**src/rtl/i2c_bit_level_master_macros.svh**
```systemverilog
// Assertion macros shared by the two-wire bus master.
`ifndef I2C_BIT_LEVEL_MASTER_MACROS_SVH
`define I2C_BIT_LEVEL_MASTER_MACROS_SVH

// The consequent holds in the same cycle as the antecedent.
`define I2CM_ASSERT_SAME(label, ante, cons) \
    label: assert property (@(posedge clk) disable iff (!rst_n) (ante) |-> (cons)) \
        else $error("i2cm same-cycle check failed");

// The consequent holds in the cycle after the antecedent.
`define I2CM_ASSERT_NEXT(label, ante, cons) \
    label: assert property (@(posedge clk) disable iff (!rst_n) (ante) |=> (cons)) \
        else $error("i2cm next-cycle check failed");

`endif

```
**src/rtl/i2cm_pkg.sv**
```systemverilog
// Shared types and constants of the two-wire bus master.
`timescale 1ns / 1ps

package i2cm_pkg;

    localparam int QUEUE_DEPTH = 2;

    localparam logic [2:0] KIND_TICK  = 3'd0;
    localparam logic [2:0] KIND_START = 3'd1;
    localparam logic [2:0] KIND_STOP  = 3'd2;
    localparam logic [2:0] KIND_WRITE = 3'd3;
    localparam logic [2:0] KIND_READ  = 3'd4;
    localparam logic [2:0] KIND_ACK   = 3'd5;
    localparam logic [2:0] KIND_WAIT  = 3'd6;

    localparam logic [1:0] CFG_SHORT_HOLD = 2'd0;
    localparam logic [1:0] CFG_POLL_LIMIT = 2'd1;

    localparam logic [15:0] SHORT_HOLD_RESET = 16'd2;
    localparam logic [7:0]  POLL_LIMIT_RESET = 8'd250;
    localparam logic [3:0]  BITS_PER_BYTE    = 4'd8;

    typedef struct packed {
        logic       is_tick;
        logic       is_cmd;
        logic [2:0] kind;
        logic [7:0] write_byte;
        logic       nack_bit;
        logic       sda_level;
    } item_t;

    typedef struct packed {
        logic       scl_level;
        logic       sda_drive;
        logic       sda_output_enable;
        logic       busy_res;
        logic       done_res;
        logic       accepted;
        logic [7:0] read_byte;
        logic       ack_failed;
    } res_t;

endpackage

```
**src/rtl/i2cm_fifo.sv**
```systemverilog
// Small register-based queue used between the front, the sequencer and the result port.
`timescale 1ns / 1ps

module i2cm_fifo #(
    parameter int WIDTH = 8,
    parameter int DEPTH = i2cm_pkg::QUEUE_DEPTH
) (
    input  logic             clk,
    input  logic             rst_n,
    input  logic             push,
    output logic             full,
    input  logic [WIDTH-1:0] din,
    input  logic             pop,
    output logic             empty,
    output logic [WIDTH-1:0] dout
);

    localparam int PW = $clog2(DEPTH);
    localparam int CW = $clog2(DEPTH + 1);
    localparam logic [PW-1:0] LAST = PW'(DEPTH - 1);

    logic [WIDTH-1:0] mem [DEPTH];
    logic [PW-1:0]    wr_ptr_reg;
    logic [PW-1:0]    rd_ptr_reg;
    logic [CW-1:0]    count_reg;
    logic             do_push;
    logic             do_pop;

    assign full    = (count_reg == CW'(DEPTH));
    assign empty   = (count_reg == '0);
    assign do_push = push && !full;
    assign do_pop  = pop && !empty;
    assign dout    = mem[rd_ptr_reg];

    always_ff @(posedge clk)
    begin
        if (do_push)
        begin
            mem[wr_ptr_reg] <= din;
        end
    end

    always_ff @(posedge clk or negedge rst_n)
    begin
        if (!rst_n)
        begin
            wr_ptr_reg <= '0;
            rd_ptr_reg <= '0;
            count_reg  <= '0;
        end
        else
        begin
            if (do_push)
            begin
                wr_ptr_reg <= (wr_ptr_reg == LAST) ? '0 : wr_ptr_reg + 1'b1;
            end
            if (do_pop)
            begin
                rd_ptr_reg <= (rd_ptr_reg == LAST) ? '0 : rd_ptr_reg + 1'b1;
            end
            if (do_push && !do_pop)
            begin
                count_reg <= count_reg + 1'b1;
            end
            else if (do_pop && !do_push)
            begin
                count_reg <= count_reg - 1'b1;
            end
        end
    end

endmodule

```
**src/rtl/i2cm_front.sv**
```systemverilog
// Front end: classifies each incoming item as a tick, a command or a code without meaning.
`timescale 1ns / 1ps

module i2cm_front (
    input  logic             [2:0] kind,
    input  logic             [7:0] write_byte,
    input  logic                   nack_bit,
    input  logic                   sda_level,
    output i2cm_pkg::item_t        item
);

    always_comb
    begin
        item.is_tick    = (kind == i2cm_pkg::KIND_TICK);
        item.is_cmd     = (kind == i2cm_pkg::KIND_START) || (kind == i2cm_pkg::KIND_STOP)
                       || (kind == i2cm_pkg::KIND_WRITE) || (kind == i2cm_pkg::KIND_READ)
                       || (kind == i2cm_pkg::KIND_ACK)   || (kind == i2cm_pkg::KIND_WAIT);
        item.kind       = kind;
        item.write_byte = write_byte;
        item.nack_bit   = nack_bit;
        item.sda_level  = sda_level;
    end

endmodule

```
**src/rtl/i2cm_seq.sv**
```systemverilog
// Back end: bus pin sequencer, hold and poll counters, and configuration registers.
`timescale 1ns / 1ps

module i2cm_seq (
    input  logic                   clk,
    input  logic                   rst_n,
    input  logic                   cfg_valid,
    input  logic             [1:0] cfg_index,
    input  logic            [15:0] cfg_data,
    input  i2cm_pkg::item_t        item,
    input  logic                   item_empty,
    output logic                   item_pop,
    output i2cm_pkg::res_t         res,
    input  logic                   res_full,
    output logic                   res_push
);

    logic [15:0] short_hold_reg;
    logic [7:0]  poll_limit_reg;

    logic [2:0]  active_reg,  active_next;
    logic [1:0]  phase_reg,   phase_next;
    logic [3:0]  bits_reg,    bits_next;
    logic [7:0]  shift_reg,   shift_next;
    logic [16:0] hold_reg,    hold_next;
    logic [7:0]  poll_reg,    poll_next;
    logic [7:0]  rdata_reg,   rdata_next;
    logic        scl_reg,     scl_next;
    logic        sda_reg,     sda_next;
    logic        oe_reg,      oe_next;
    logic        ack_reg,     ack_next;

    logic        go;
    logic        done;
    logic        acc;
    logic [15:0] short_hold;
    logic [16:0] short_hold_x;
    logic [16:0] long_hold;
    logic [3:0]  bits_inc;

    assign go           = !item_empty && !res_full;
    assign item_pop     = go;
    assign res_push     = go;
    assign short_hold   = (short_hold_reg == '0) ? 16'd1 : short_hold_reg;
    assign short_hold_x = {1'b0, short_hold};
    assign long_hold    = {short_hold, 1'b0};
    assign bits_inc     = bits_reg + 4'd1;

    always_comb
    begin
        active_next = active_reg;
        phase_next  = phase_reg;
        bits_next   = bits_reg;
        shift_next  = shift_reg;
        hold_next   = hold_reg;
        poll_next   = poll_reg;
        rdata_next  = rdata_reg;
        scl_next    = scl_reg;
        sda_next    = sda_reg;
        oe_next     = oe_reg;
        ack_next    = ack_reg;
        done        = 1'b0;
        acc         = 1'b0;

        if (go && item.is_tick && active_reg != i2cm_pkg::KIND_TICK)
        begin
            if (active_reg == i2cm_pkg::KIND_WAIT)
            begin
                if (!item.sda_level)
                begin
                    scl_next    = 1'b0;
                    ack_next    = 1'b0;
                    active_next = i2cm_pkg::KIND_TICK;
                    phase_next  = 2'd0;
                    done        = 1'b1;
                end
                else if (poll_reg >= poll_limit_reg)
                begin
                    ack_next    = 1'b1;
                    active_next = i2cm_pkg::KIND_TICK;
                    phase_next  = 2'd0;
                    done        = 1'b1;
                end
                else
                begin
                    poll_next = poll_reg + 8'd1;
                end
            end
            else if (hold_reg > 17'd1)
            begin
                hold_next = hold_reg - 17'd1;
            end
            else
            begin
                hold_next = '0;
                unique case (active_reg)
                    i2cm_pkg::KIND_START:
                    begin
                        if (phase_reg == 2'd0)
                        begin
                            sda_next   = 1'b0;
                            hold_next  = long_hold;
                            phase_next = 2'd1;
                        end
                        else
                        begin
                            scl_next = 1'b0;
                            done     = 1'b1;
                        end
                    end
                    i2cm_pkg::KIND_STOP:
                    begin
                        if (phase_reg == 2'd0)
                        begin
                            scl_next   = 1'b1;
                            hold_next  = long_hold;
                            phase_next = 2'd1;
                        end
                        else if (phase_reg == 2'd1)
                        begin
                            sda_next   = 1'b1;
                            hold_next  = long_hold;
                            phase_next = 2'd2;
                        end
                        else
                        begin
                            done = 1'b1;
                        end
                    end
                    i2cm_pkg::KIND_WRITE:
                    begin
                        if (phase_reg == 2'd0)
                        begin
                            scl_next   = 1'b1;
                            hold_next  = short_hold_x;
                            phase_next = 2'd1;
                        end
                        else if (phase_reg == 2'd1)
                        begin
                            scl_next   = 1'b0;
                            hold_next  = short_hold_x;
                            phase_next = 2'd2;
                        end
                        else
                        begin
                            bits_next = bits_inc;
                            if (bits_inc >= i2cm_pkg::BITS_PER_BYTE)
                            begin
                                done = 1'b1;
                            end
                            else
                            begin
                                sda_next   = shift_reg[7];
                                shift_next = {shift_reg[6:0], 1'b0};
                                hold_next  = short_hold_x;
                                phase_next = 2'd0;
                            end
                        end
                    end
                    i2cm_pkg::KIND_READ:
                    begin
                        if (phase_reg == 2'd0)
                        begin
                            scl_next   = 1'b1;
                            shift_next = {shift_reg[6:0], item.sda_level};
                            hold_next  = short_hold_x;
                            phase_next = 2'd1;
                        end
                        else
                        begin
                            bits_next = bits_inc;
                            scl_next  = 1'b0;
                            if (bits_inc >= i2cm_pkg::BITS_PER_BYTE)
                            begin
                                rdata_next = shift_reg;
                                done       = 1'b1;
                            end
                            else
                            begin
                                hold_next  = short_hold_x;
                                phase_next = 2'd0;
                            end
                        end
                    end
                    default:
                    begin
                        if (phase_reg == 2'd0)
                        begin
                            scl_next   = 1'b1;
                            hold_next  = short_hold_x;
                            phase_next = 2'd1;
                        end
                        else
                        begin
                            scl_next = 1'b0;
                            done     = 1'b1;
                        end
                    end
                endcase
                if (done)
                begin
                    active_next = i2cm_pkg::KIND_TICK;
                    phase_next  = 2'd0;
                end
            end
        end
        else if (go && item.is_cmd && active_reg == i2cm_pkg::KIND_TICK)
        begin
            acc         = 1'b1;
            active_next = item.kind;
            phase_next  = 2'd0;
            bits_next   = '0;
            unique case (item.kind)
                i2cm_pkg::KIND_START:
                begin
                    oe_next   = 1'b1;
                    sda_next  = 1'b1;
                    scl_next  = 1'b1;
                    hold_next = long_hold;
                end
                i2cm_pkg::KIND_STOP:
                begin
                    oe_next   = 1'b1;
                    sda_next  = 1'b0;
                    scl_next  = 1'b0;
                    hold_next = long_hold;
                end
                i2cm_pkg::KIND_WRITE:
                begin
                    oe_next    = 1'b1;
                    scl_next   = 1'b0;
                    sda_next   = item.write_byte[7];
                    shift_next = {item.write_byte[6:0], 1'b0};
                    hold_next  = short_hold_x;
                end
                i2cm_pkg::KIND_READ:
                begin
                    oe_next   = 1'b0;
                    sda_next  = 1'b1;
                    scl_next  = 1'b0;
                    hold_next = short_hold_x;
                end
                i2cm_pkg::KIND_ACK:
                begin
                    oe_next   = 1'b1;
                    scl_next  = 1'b0;
                    sda_next  = item.nack_bit;
                    hold_next = short_hold_x;
                end
                default:
                begin
                    oe_next   = 1'b0;
                    sda_next  = 1'b1;
                    scl_next  = 1'b1;
                    poll_next = '0;
                    ack_next  = 1'b0;
                    hold_next = '0;
                end
            endcase
        end
    end

    always_comb
    begin
        res.scl_level         = scl_next;
        res.sda_drive         = oe_next ? sda_next : 1'b1;
        res.sda_output_enable = oe_next;
        res.busy_res          = (active_next != i2cm_pkg::KIND_TICK);
        res.done_res          = done;
        res.accepted          = acc;
        res.read_byte         = rdata_next;
        res.ack_failed        = ack_next;
    end

    always_ff @(posedge clk or negedge rst_n)
    begin
        if (!rst_n)
        begin
            short_hold_reg <= i2cm_pkg::SHORT_HOLD_RESET;
            poll_limit_reg <= i2cm_pkg::POLL_LIMIT_RESET;
            active_reg     <= i2cm_pkg::KIND_TICK;
            phase_reg      <= '0;
            bits_reg       <= '0;
            shift_reg      <= '0;
            hold_reg       <= '0;
            poll_reg       <= '0;
            rdata_reg      <= '0;
            scl_reg        <= 1'b1;
            sda_reg        <= 1'b1;
            oe_reg         <= 1'b0;
            ack_reg        <= 1'b0;
        end
        else
        begin
            if (cfg_valid && cfg_index == i2cm_pkg::CFG_SHORT_HOLD)
            begin
                short_hold_reg <= cfg_data;
            end
            if (cfg_valid && cfg_index == i2cm_pkg::CFG_POLL_LIMIT)
            begin
                poll_limit_reg <= cfg_data[7:0];
            end
            active_reg <= active_next;
            phase_reg  <= phase_next;
            bits_reg   <= bits_next;
            shift_reg  <= shift_next;
            hold_reg   <= hold_next;
            poll_reg   <= poll_next;
            rdata_reg  <= rdata_next;
            scl_reg    <= scl_next;
            sda_reg    <= sda_next;
            oe_reg     <= oe_next;
            ack_reg    <= ack_next;
        end
    end

endmodule

```
**src/rtl/i2c_bit_level_master.sv**
```systemverilog
// Top level of the two-wire bus master: front end, item queue, sequencer and result queue.
//
//   Channel   Handshake            Payload
//   input     push / full          kind, write_byte, nack_bit, sda_level
//   result    empty / pop          scl_level .. ack_failed
//   config    cfg_valid/cfg_ready  cfg_index, cfg_data
//
// Every item yields one result; the sequencer handles one item per cycle while the
// result queue has room; each item passes both queues before its result shows.
// The item queue and the result queue each hold QUEUE_DEPTH entries; while the result
// queue is full the sequencer waits, and the item queue then fills and raises full.
// Reset is asynchronous; it empties the queues and resets the sequencer and registers.
`timescale 1ns / 1ps

`include "i2c_bit_level_master_macros.svh"

module i2c_bit_level_master #(
    parameter int QUEUE_DEPTH = i2cm_pkg::QUEUE_DEPTH
) (
    input  logic        clk,
    input  logic        rst_n,
    input  logic        push,
    output logic        full,
    input  logic [2:0]  kind,
    input  logic [7:0]  write_byte,
    input  logic        nack_bit,
    input  logic        sda_level,
    output logic        empty,
    input  logic        pop,
    output logic        scl_level,
    output logic        sda_drive,
    output logic        sda_output_enable,
    output logic        busy_res,
    output logic        done_res,
    output logic        accepted,
    output logic [7:0]  read_byte,
    output logic        ack_failed,
    input  logic        cfg_valid,
    output logic        cfg_ready,
    input  logic [1:0]  cfg_index,
    input  logic [15:0] cfg_data
);

    i2cm_pkg::item_t in_item;
    i2cm_pkg::item_t q_item;
    i2cm_pkg::res_t  seq_res;
    i2cm_pkg::res_t  out_res;
    logic            q_empty;
    logic            q_pop;
    logic            res_full;
    logic            res_push;

    assign cfg_ready = 1'b1;

    i2cm_front u_front (
        .kind       (kind),
        .write_byte (write_byte),
        .nack_bit   (nack_bit),
        .sda_level  (sda_level),
        .item       (in_item)
    );

    i2cm_fifo #(
        .WIDTH ($bits(i2cm_pkg::item_t)),
        .DEPTH (QUEUE_DEPTH)
    ) u_item_q (
        .clk   (clk),
        .rst_n (rst_n),
        .push  (push),
        .full  (full),
        .din   (in_item),
        .pop   (q_pop),
        .empty (q_empty),
        .dout  (q_item)
    );

    i2cm_seq u_seq (
        .clk        (clk),
        .rst_n      (rst_n),
        .cfg_valid  (cfg_valid),
        .cfg_index  (cfg_index),
        .cfg_data   (cfg_data),
        .item       (q_item),
        .item_empty (q_empty),
        .item_pop   (q_pop),
        .res        (seq_res),
        .res_full   (res_full),
        .res_push   (res_push)
    );

    i2cm_fifo #(
        .WIDTH ($bits(i2cm_pkg::res_t)),
        .DEPTH (QUEUE_DEPTH)
    ) u_res_q (
        .clk   (clk),
        .rst_n (rst_n),
        .push  (res_push),
        .full  (res_full),
        .din   (seq_res),
        .pop   (pop),
        .empty (empty),
        .dout  (out_res)
    );

    assign scl_level         = out_res.scl_level;
    assign sda_drive         = out_res.sda_drive;
    assign sda_output_enable = out_res.sda_output_enable;
    assign busy_res          = out_res.busy_res;
    assign done_res          = out_res.done_res;
    assign accepted          = out_res.accepted;
    assign read_byte         = out_res.read_byte;
    assign ack_failed        = out_res.ack_failed;

    `I2CM_ASSERT_SAME(a_done_not_busy, res_push && seq_res.done_res, !seq_res.busy_res)
    `I2CM_ASSERT_SAME(a_accept_busy, res_push && seq_res.accepted, seq_res.busy_res)
    `I2CM_ASSERT_NEXT(a_push_shows, res_push, !empty)
    `I2CM_ASSERT_SAME(a_pop_with_room, q_pop, !res_full && !q_empty)

endmodule

```
**config.mk**
```make
export PLATFORM = sky130hd
export DESIGN_NAME = i2c_bit_level_master
export DESIGN_NICKNAME = d
export VERILOG_FILES = /design/src/rtl/i2cm_pkg.sv /design/src/rtl/i2cm_fifo.sv /design/src/rtl/i2cm_front.sv /design/src/rtl/i2cm_seq.sv /design/src/rtl/i2c_bit_level_master.sv
export VERILOG_INCLUDE_DIRS = /design/src /design/src/rtl
export SDC_FILE = /design/constraint.sdc
export NUM_CORES = 1
export LEC_CHECK = 0
export ABC_CLOCK_PERIOD_IN_PS = 6500
export BUFFER_PORTS_ARGS = -buffer_cell sky130_fd_sc_hd__buf_2
export CAP_MARGIN = 5
export CORE_MARGIN = 4
export CORE_UTILIZATION = 55
export CTS_CLUSTER_DIAMETER = 40
export DETAILED_ROUTE_END_ITERATION = 6
export HOLD_SLACK_MARGIN = 0.06
export PLACE_DENSITY_LB_ADDON = 0.12
export SLEW_MARGIN = 10
export SYNTH_ARGS = -nofsm -noshare
export SYNTH_HDL_FRONTEND = slang
export SYNTH_SLANG_ARGS = --single-unit
```
**constraint.sdc**
```tcl
create_clock -name clk -period 6.5 [get_ports clk]
set_input_delay 0.65 -clock clk [delete_from_list [all_inputs] [get_ports clk]]
set_output_delay 0.65 -clock clk [all_outputs]
set_load 0.02 [all_outputs]
```
# Word-level counts from Yosys, hierarchy flattened
# Memory sizes are Yosys's and may differ from the RTL's.
# Index checks and enable logic that the tools add are counted.
[word_totals] in_bits=36 n_memories=2 wordCells=253 ff_bits=86 output_inout_bits=18 ram_bits=60
[mem_list] memory="u_item_q.mem" depth=2 width=15 read_ports=1 rd_clocked_by_memory_dff=0 write_ports=1 line_no="i2cm_fifo.sv:22" rtl="logic [WIDTH-1:0] mem [DEPTH];"
[mem_list] memory="u_res_q.mem" depth=2 width=15 read_ports=1 rd_clocked_by_memory_dff=0 write_ports=1 line_no="i2cm_fifo.sv:22"
[classes] muxes=131 eq_ne=36 order_cmp=3 n_addsub=11 n_reduce_logical=51
[op_table] op="two-way mux 8 bit" n=21
[op_table] op="two-way mux 17 bit" n=9
[op_table] op="one-hot mux 17 bit (4 select lines)" n=1
[op_table] op="two-way mux 16 bit" n=4
[op_table] op="two-way mux 1 bit" n=56
[op_table] op="two-way mux 2 bit" n=18
[op_table] op="one-hot mux 17 bit (2 select lines)" n=1
[op_table] op="two-way mux 4 bit" n=7
[op_table] op="equality test 3 bit (second input constant)" n=7
[op_table] op="two-way mux 3 bit" n=7
[op_table] op="inequality test 3 bit (second input constant)" n=7
[op_table] op="equality test 3 x 2 -> 1 bit (second input constant)" n=6
[op_table] op="greater-than comparator 17 x 1 -> 1 bit (second input constant)" n=1
[op_table] op="subtractor 17 x 1 -> 17 bit (second input constant)" n=1
[op_table] op="zero test 16 bit" n=1
[op_table] op="one-hot mux 8 bit (2 select lines)" n=1
[op_table] op="logical AND 1 bit" n=15
[op_table] op="one-hot mux 1 bit (3 select lines)" n=4
[op_table] op="AND reduction 5 bit" n=2
[op_table] op="equality test 3 x 1 -> 1 bit (second input constant)" n=3
[op_table] op="AND reduction 9 bit" n=1
[op_table] op="adder 8 x 1 -> 8 bit (second input constant)" n=1
[op_table] op=">= comparator 8 bit" n=1
[op_table] op="zero test 1 bit" n=8
[op_table] op="25 further kinds" n=49

# Depth between registers and ports, before layout
[depth] ltp_word=14 mapped_depth=9 ltp_nobuf=8

# Cells and area by module
# From an unflattened synthesis, not the netlist that was laid out.
[hier_totals] hier_cells=702 area_unflattened_um2=7847.5
[modules_own_cells] module="i2cm_seq" seq_area_each_um2=1963.1 area_each_um2=5047.3 n_inst=1 cells_per_inst=552
[modules_own_cells] module="i2cm_fifo" seq_area_each_um2=1001.0 area_each_um2=1331.3 n_inst=2 cells_per_inst=66
[modules_own_cells] module="i2cm_front" seq_area_each_um2=0.0 area_each_um2=126.4 n_inst=1 cells_per_inst=16
[modules_own_cells] module="i2c_bit_level_master" seq_area_each_um2=0.0 area_each_um2=11.3 n_inst=1 cells_per_inst=2

# Least setup slack after synthesis
# No wires, ideal clock.
[synth_timing] path_type="reg2reg" start="register u_seq.hold_reg[11]" end="memory u_res_q.mem[0][1] in the netlist's numbering (data pin)" n_path_buf=0 t_required_ps=6235 stages_incl_launch_ff=6 setup_ps=265 arrival_time_ps=2228 synth_period_minus_slack_ps=2493 slack_ps=4007 path_cell_list="dfrtp_1 or4_1 nor4_4 nand2_2 nor3_4 mux2_2"
[synth_rtl] item="from (decl)" line_no="i2cm_seq.sv:25" rtl="logic [16:0] hold_reg, hold_next;"
[synth_rtl] item="from (signal assigned)" line_no="i2cm_seq.sv:307" rtl="hold_reg <= hold_next;"
[synth_rtl] item="to (decl)" line_no="i2cm_fifo.sv:22"

# Worst setup path after layout
[layout_timing] start="register u_item_q.rd_ptr_reg" end="register u_seq.poll_reg[4]"
[layout_via] elab_chain_cells=5 elab_cells_between_ends=18 cone_classes="9 x eq/ne; 1 x mux; 7 x reduce/logical; 1 x memory"
[layout_rtl] item="from (decl)" line_no="i2cm_fifo.sv:24" rtl="logic [PW-1:0] rd_ptr_reg;"
[layout_rtl] item="from (signal assigned)" line_no="i2cm_fifo.sv:59" rtl="rd_ptr_reg <= (rd_ptr_reg == LAST) ? '0 : rd_ptr_reg + 1'b1;"
[layout_rtl] item="memory read (2 x 15 bit) *"
[layout_rtl] item="equality test 3 bit, or another cell as far along" line_no="i2cm_seq.sv:213" rtl="unique case (item.kind)"
[layout_rtl] item="OR reduction 5 bit (no source line), or another cell as far along"
[layout_rtl] item="inequality test 2 x 1 -> 1 bit (no source line), or another cell as far along"
[layout_rtl] item="AND reduction 5 bit (no source line)"
[layout_rtl] item="to (signal assigned)" line_no="i2cm_seq.sv:308" rtl="poll_reg <= poll_next;"
[layout_rtl] item="to (decl)" line_no="i2cm_seq.sv:26" rtl="logic [7:0] poll_reg, poll_next;"
# Mark *: on every way between the ends. The rest lies on a longest branch, timed or not.
# A chain may end at the register's enable or synchronous reset.

==> results.ini <==
[status]
status = finished clean

[yosys]
yosys-top-cells-area = dfrtp_1, edfxtp_1, mux2_2
synth_enable_flop_cells = 60
ys_ff_latch = 146
synth.cell_area_um2 = 7390
synth-adder-area-share = 0.0237
yosys_most_used_dff = dfrtp_1
synth_compound_area_frac = 0.150
synth.top_cell.area_share = 0.261
synthArstFlopShare = 0.589
synth_cells = 648
avgSynthCellArea_um2 = 11.4
synthSimpleGateAreaFrac = 0.122
ys_warn_count = 0
muxShareOfSynthArea = 0.108
yosys-top-cells-count = dfrtp_1, edfxtp_1, mux2_2
yosysMostFrequentCell = dfrtp_1
synth_top_area_cell = dfrtp_1
synth_top_family_by_area = compound AO/OA/AOI/OAI gates
synth_fp_nets = 698
synthXorXnorAreaFrac = 0.0308
synth_cell_types = 71
synth.yosys.seq_area_share = 0.536

[layout]
final_cells = 887
final_nets = 748
drive_gt1_frac = 0.242
post-route-util = 0.635
multiInputGateArea_um2 = 3240
syn_to_final_growth_pct = 13.4
antenna-diode-count = 0
fin_area_um2 = 8380
regArea_um2 = 3970
fillers = 1056

[global_route]
grt_pass1_wl_mm = 27.5
grt_pass1_vias = 5301
grt_start_max_net_pins = 56
grt.total_usage = 0.236
grt_overflow_total = 0
antenna_found_initial = 0

[die]
die_x_um = 124
die_h_um = 124
dieArea_um2 = 15400
fp.coreArea_um2 = 13200
start_util = 0.560
ios = 54
rows = 42

[placed_design]
dp_hpwl_mm = 11.8
globalplace.congestion = 0.925
dp.cells = 855
placed_area_um2 = 7820
io_buffers = 52

[clock_network]
cts.path.max_buffers = 2
clkLatencyLatePin_ps = 420
numCtsBuffers = 17
post-cts-setup-buffer-count = 0
cts.htree.levels = 4
cts_hold_buffers = 0
cts_tree = done
cts_resized = 0
cts_root_buf = clkbuf_16
cts.clk_slew.worst_paths_ps = 60
clock_sinks = 146

[power]
p_leak_nw = 3.37
ir_drop_mv = 0.383
p_clk_frac = 0.225
comb_power_share = 0.381
p_sw_mw = 1.61
total_power_mw = 4.11
pwr-share-seq = 0.394
internal_power_mw = 2.50
sw_frac_of_total = 0.393
powerDensity_nw_per_um2 = 490

[critical_path]
worstPathCellList = mux2i_1, nor4_4, buf_4, nand2_1, a211oi_1, a21oi_1, o21ba_2
max_stage_delay_ps = 1020
worstPathArrival_ps = 3700
crit_fanout = 31
start_kind = register
crit_type = register to register
crit_path_end_kind = register
crit_slowest_cell = dfrtp_1
critical_path_required_ps = 6820

[routing]
drt-total-wl_mm = 17.2
drtPass1Iterations = 5
vias = 5456
drtIter0Drc = 556
wire_per_inst_um = 19.4
via_per_inst = 6.15
drc_errors = 0
ant_nets = 0

[sta]
finalCritPeriodShare = 0.521
post-route-min-period_ps = 3390
fmax_mhz = 295
final.setup.tns_ps = 0
tightest_slew_ps = 1200
fin_skew_ps = 7.12
setup_viol = 0
slew_viol_final = 0
finalHoldViolations = 0
rsz0062_at_grt = no
max_slew_margin = 0.194

[worst_hold_path]
hold_path_class = input port to async pin

[run]
cap_violations = 0

-- cell families after synthesis --
| group | after synthesis |
|---|---|
| simple gates | 175 |
| fa+ha+maj | 14 |
| mux | 72 |
| compound gates | 163 |
| buf+inv | 51 |
| xor+xnor | 26 |
| flops | 146 |
| other cells | 1 |
-- power groups by stage --
stage	Combinational [mW]	Sequential, mW	Clock, mW
after floorplan	1.20	1.48	0
after detailed placement	1.54	1.63	0
after global routing	1.71	1.66	0.988
final	1.56	1.62	0.925
after CTS	1.55	1.61	0.940
after global placement	1.51	1.61	0
-- per-stage QoR --
stage / hold WS [ps] / worst slack, ps
floorplan: 354 / 4010
global placement: 477 / 3270
detailed placement: 495 / 3150
CTS: 174 / 3140
global route: 182 / 2920
finish: 162 / 3110
-- worst max-delay path, delay by kind of cell, from the launching register on --
| kind | cells | cell delay (ps) |
|---|---|---|
| AND/OR/NAND/NOR | 2 | 400 |
| multiplexers | 1 | 330 |
| AO/OA/AOI/OAI | 3 | 1160 |
| flip-flops | 1 | 1020 |
| buffers and inverters | 1 | 360 |
-- worst paths after layout --
check	depth (start not counted)	slack [ps]	startpoint	end
worst min-delay path	1	160	rst_n	u_seq.hold_reg[13]
worst max register to register	7	3110	u_item_q.rd_ptr_reg	u_seq.poll_reg[4]
worst min register to register	1	510	u_seq.poll_limit_reg[2]	u_seq.poll_limit_reg[2]
max in group asynchronous	2	5260	rst_n	u_seq.active_reg[2]
worst max-delay path	7	3110	u_item_q.rd_ptr_reg	u_seq.poll_reg[4]
min in group clk	1	420	write_byte[5]	u_item_q.mem[0][7]
-- placed cells by master (no fill, tap or decap), types with 7 or more instances in the layout --
cell type  Yosys  routed
xor2_1        12      12
inv_1         23      23
or3_1          7       7
mux2i_1       12      12
buf_4          3       8
o21ai_0       43      43
a21oi_1       26      25
clkbuf_16      0      17
mux2_2        59      59
o22ai_1       11      11
xnor2_1       14      14
or4_1          8       8
nor3_1        13      13
buf_2          4      51
nand3_1       16      16
ha_1          14      14
a221oi_1      21      21
edfxtp_1      60      60
dfrtp_1       77      77
dfstp_2        9       9
a31oi_1        8       8
nor2_1        47      46
nor4_1         7       7
nand2b_1       7       7
nand2_1       37      37
-- layer usage --
| layer | part of all wire | up-vias | track usage |
|---|---|---|---|
| met5 | 0 | - | 0 |
| met4 | 0.015 | 0 | 0.0609 |
| met3 | 0.068 | 34 | 0.0622 |
| met2 | 0.46 | 199 | 0.361 |
| met1 | 0.45 | 2671 | 0.336 |
| li1 | - | 2552 | - |
-- area by class of cell --
type                       instances  area share
sequential                       146       0.473
multi-input combinational        451       0.386
clock buffer                      20      0.0521
timing repair buffer              59      0.0376
tap                              176      0.0263
clock inverter                    12      0.0139
inverter                          23      0.0103
Note: power is estimated with default switching activity, not from simulation.
